==> config.mk <==
export PLATFORM = sky130hd
export DESIGN_NAME = qrs_sqrt
export DESIGN_NICKNAME = d
export VERILOG_FILES = /design/src/sv/qrs_pkg.sv /design/src/sv/qrs_sqrt.sv
export SDC_FILE = /design/constraint.sdc
export NUM_CORES = 2
export LEC_CHECK = 0
export ABC_CLOCK_PERIOD_IN_PS = 12600
export BUFFER_PORTS_ARGS = -buffer_cell sky130_fd_sc_hd__buf_2
export CAP_MARGIN = 20
export CORE_MARGIN = 2
export CORE_UTILIZATION = 45
export DETAILED_ROUTE_END_ITERATION = 10
export GPL_TIMING_DRIVEN = 1
export PLACE_DENSITY_LB_ADDON = 0.15
export SLEW_MARGIN = 20
export SYNTH_ARGS = -nofsm -noshare
export SYNTH_HDL_FRONTEND = slang
export SYNTH_MEMORY_MAX_BITS = 65536
export SYNTH_SLANG_ARGS = --single-unit
export TNS_END_PERCENT = 1
==> constraint.sdc <==
create_clock -name clk -period 12.6 [get_ports clk]
set_input_delay 2.52 -clock clk [delete_from_list [all_inputs] [get_ports clk]]
set_output_delay 2.52 -clock clk [all_outputs]
set_load 0.1 [all_outputs]
==> src/sv/qrs_pkg.sv <==
package qrs_pkg;

  localparam int DISC_W = 67;
  localparam int ROOT_W = 35;
  localparam int DEN_W  = 33;
  localparam int MAG_W  = 35;

  typedef logic [1:0] status_t;

  localparam status_t ST_REAL    = 2'd0;
  localparam status_t ST_LINEAR  = 2'd1;
  localparam status_t ST_COMPLEX = 2'd2;
  localparam status_t ST_NONE    = 2'd3;

  typedef struct packed {
    logic signed [31:0] a;
    logic signed [32:0] b;
    logic signed [33:0] e;
    status_t            kind;
  } side_t;

  typedef struct packed {
    side_t              side;
    logic [DISC_W-1:0]  disc;
  } front_t;

  typedef struct packed {
    logic    neg_p;
    logic    neg_m;
    status_t kind;
  } div_side_t;

endpackage

==> src/sv/qrs_sqrt.sv <==
module qrs_sqrt
  import qrs_pkg::*;
(
  input  logic              clk,
  input  logic              en,
  input  logic [DISC_W-1:0] disc,
  output logic [ROOT_W-1:0] root
);

  localparam int RAD_W = 2 * ROOT_W;
  localparam int REM_W = ROOT_W + 2;

  logic [RAD_W-1:0]  rad_r  [ROOT_W];
  logic [REM_W-1:0]  rem_r  [ROOT_W];
  logic [ROOT_W-1:0] root_r [ROOT_W];
  logic [RAD_W-1:0]  rad_i  [ROOT_W];
  logic [REM_W-1:0]  rem_i  [ROOT_W];
  logic [ROOT_W-1:0] root_i [ROOT_W];

  for (genvar k = 0; k < ROOT_W; k++) begin : g_stage
    logic [REM_W+1:0] shl;
    logic [REM_W+1:0] trial;
    logic [REM_W+1:0] diff;

    if (k == 0) begin : g_first
      assign rad_i[k]  = {{(RAD_W-DISC_W){1'b0}}, disc};
      assign rem_i[k]  = '0;
      assign root_i[k] = '0;
    end else begin : g_next
      assign rad_i[k]  = rad_r[k-1];
      assign rem_i[k]  = rem_r[k-1];
      assign root_i[k] = root_r[k-1];
    end

    always_comb begin
      shl   = {rem_i[k], rad_i[k][RAD_W-1 -: 2]};
      trial = {{(REM_W-ROOT_W){1'b0}}, root_i[k], 2'b01};
      diff  = shl - trial;
    end

    always_ff @(posedge clk) begin
      if (en) begin
        rad_r[k] <= {rad_i[k][RAD_W-3:0], 2'b00};
        if (!diff[REM_W+1]) begin
          rem_r[k]  <= diff[REM_W-1:0];
          root_r[k] <= {root_i[k][ROOT_W-2:0], 1'b1};
        end else begin
          rem_r[k]  <= shl[REM_W-1:0];
          root_r[k] <= {root_i[k][ROOT_W-2:0], 1'b0};
        end
      end
    end
  end

  assign root = root_r[ROOT_W-1];

endmodule

==> impl_metrics.json <==
{
  "synth_warnings": 0,
  "seq_area_mm2": 0.08842,
  "powerDensity_mw_per_mm2": 185.2,
  "pin_count": 104,
  "required_ns": 13.24,
  "vias_per_cell": 5.327,
  "fmax_mhz": 168.8,
  "cap_violations": 0,
  "maxSlewViolCount": 0,
  "antenna_left": 0,
  "dpl_worst_slack_ns": 5.678,
  "syn_avg_cell_area_um2": 13.10,
  "drcViolationCount": 0,
  "synthCells": 10290,
  "drt_iter0_drc": 5974,
  "peakVddDrop_v": 0.0001132,
  "cts_htree_levels": 5,
  "clkTransAtPathRegs_ns": 0.06,
  "fp.dieW_um": 551.3,
  "hold_viol": 0,
  "cp_max_fo": 148,
  "worst_pin_slew_ns": 1.106,
  "via_count": 78660,
  "numCtsBuffers": 325,
  "grt_max_degree": 205,
  "worst_hold_slack_ns": 0.3939,
  "syn2layout_area_growth_pct": 11.76,
  "overflow": 0,
  "synth-seq-area-share_pct": 65.61,
  "tns_ns": 0,
  "track_usage_pct": 16.91,
  "place_hpwl_mm": 181.7,
  "wl_met1_mm": 112.6,
  "fp.dieH_um": 551.3,
  "setup_viol": 0,
  "synthFlopType": "edfxtp_1",
  "rsz0062_at_grt": "no",
  "stdcell_count": 14770,
  "cts_sinks": 2945,
  "die_area_mm2": 0.3039,
  "clk_latency_ns": 0.91,
  "synth_area_mm2": 0.1348,
  "top_layer": "met4",
  "cts_buffer_depth": 4,
  "synth_edf_count": 2944,
  "leakagePower_nw": 56.63,
  "drt-total-wl_mm": 259.5,
  "ys_seq_elements": 2945,
  "port_buffers": 102,
  "route.met3.wl_mm": 9.673,
  "drive_gt1_share_pct": 7.491,
  "fillers": 25290,
  "cp-startpoint": "en",
  "root_buffer": "clkbuf_16",
  "synthArstFlopShare_pct": 0,
  "timing.slew.headroom_pct": 26.24,
  "wl_met2_mm": 128.4,
  "outcome": "complete, no violations",
  "cp.arrival_ns": 6.56,
  "crit_type": "in2reg",
  "setup_slack_ns": 6.675,
  "antenna_found_initial": 1,
  "cts_setup_buffers": 0,
  "dr.pass1.iters": 6,
  "wl_per_cell_um": 17.57,
  "postCtsHoldBufs": 0,
  "startpoint_type": "primary input",
  "worstReg2RegStart": "rem_r[29][0]",
  "place_congestion": 0.8816,
  "cts_tree": "yes",
  "endpoint_kind": "flip-flop",
  "core_region_area_mm2": 0.2975,
  "fp-row-count": 200,
  "start_util_pct": 45.30,
  "cts_resized": 0,
  "grt_pass1_vias": 77580,
  "grt_pass1_wl_mm": 416.2,
  "yosysUniqueCellTypes": 86,
  "synth_nets": 10960,
  "timing.clock.skew_ns": 0.04903,
  "min_path_type": "reg2reg",
  "nets": 11240,
  "dp_cells": 14180,
  "multi_input_area_mm2": 0.04268,
  "hp-start": "rad_r[25][60]",
  "period_share_pct": 47.03,
  "finalCriticalPeriod_ns": 5.925
}
area by class of cell:
class,instances,share of cell area (%)
Inverter,798,1.989
Clock inverter,210,1.347
Sequential cell,2945,58.71
Multi-Input combinational cell,6328,28.34
Timing Repair Buffer,173,0.7734
Tap cell,3939,3.272
Antenna cell,2,0.003323
Clock buffer,372,5.573
flip-flops by register name, summed over array words and instances, names as in the netlist:
register and count:
rad_r 1189, rem_r 1161, root_r 595
worst max-delay path, cell delays in order:
cell and delay [ns]:
buf_12 0.28, buf_4 0.46, buf_4 0.51, buf_4 0.71, buf_12 0.61, nand2_1 0.19, mux2i_4 0.17, buf_4 0.44
mux2_2 0.39
power by group:
part	internal (mW)	switching, mW	total [mW]
logic	2.32	3.23	5.55
clock network	5.37	3.88	9.25
registers	12.3	0.772	13.1
total	20.0	7.88	27.9
routing by layer:
metal / global-route usage (%) / vias up
li1: - / 38500
met1: 21.88 / 38050
met2: 29.29 / 1561
met3: 2.022 / 544
met4: 6.041 / 0
met5: 0 / -
cell usage after synthesis, drive strengths merged (14+ instances only):
cell type | number | share of area (%)
nor2b | 85 | 0.39
or2 | 55 | 0.26
o211ai | 28 | 0.16
nand2b | 170 | 0.79
xor2 | 530 | 3.4
clkbuf | 196 | 0.55
o31ai | 83 | 0.46
buf | 25 | 0.073
o41ai | 15 | 0.097
a31o | 16 | 0.10
and2 | 36 | 0.17
inv | 795 | 2.2
xnor2 | 473 | 3.1
mux2 | 63 | 0.53
a21boi | 27 | 0.15
mux2i | 19 | 0.14
a211oi | 53 | 0.30
nand3b | 26 | 0.14
nand4 | 73 | 0.34
a21oi | 510 | 1.9
o21a | 132 | 0.74
nor3b | 27 | 0.15
nor4b | 22 | 0.15
o2111ai | 16 | 0.10
nand2 | 815 | 2.3
a211o | 25 | 0.16
ha | 598 | 5.6
and4 | 14 | 0.091
a2111oi | 14 | 0.091
or3 | 102 | 0.47
edfxtp | 2944 | 66
and3 | 55 | 0.26
nor4 | 127 | 0.59
a21o | 246 | 1.4
nor3 | 244 | 0.92
nand3 | 136 | 0.51
o21ai | 635 | 2.4
or4 | 73 | 0.41
a31oi | 49 | 0.23
nor2 | 555 | 1.5
o21bai | 46 | 0.26
final timing paths:
check             endpoint  slack (ns)  cells past startpoint
max          rem_r[28][13]        6.67                      9
min          rad_r[26][62]        0.39                      0
max reg2reg  rem_r[30][23]        7.35                     13
min reg2reg  rad_r[26][62]        0.39                      0
cells by family (layout without fill, tap and decap cells):
family / after synthesis / in the layout / share of synthesized area (%)
xor+xnor: 1003 / 1003 / 6.518
simple gates: 2643 / 2643 / 9.650
other cells: 1 / 3 / 0.002782
compound gates: 2001 / 2001 / 9.159
buf+inv: 1019 / 1553 / 2.842
flops: 2945 / 2945 / 65.61
fa+ha+maj: 598 / 598 / 5.552
mux: 82 / 82 / 0.6675
stage by stage:
stage / util [%] / cell area [µm²] / power (mW)
floorplan: - / 134800 / 17.23
global placement: 47.10 / 140100 / 18.70
detailed placement: 47.11 / 140200 / 18.82
CTS: 50.61 / 150600 / 28.25
global route: 50.62 / 150600 / 29.42
finish: 50.62 / 150600 / 27.89
layout by cell type, fill, tap and decap left out, drive strengths merged, types with 83 or more instances in the layout:
cell type	n
nor2	555
o31ai	83
ha	598
o21a	132
xnor2	473
edfxtp	2944
clkinv	151
or3	102
clkbuf	372
nor2b	85
o21ai	635
nand3	136
a21o	246
nor4	127
xor2	530
nand2b	170
inv	812
a21oi	510
nand2	815
buf	173
nor3	244
Note: power is estimated with default switching activity, not from simulation.
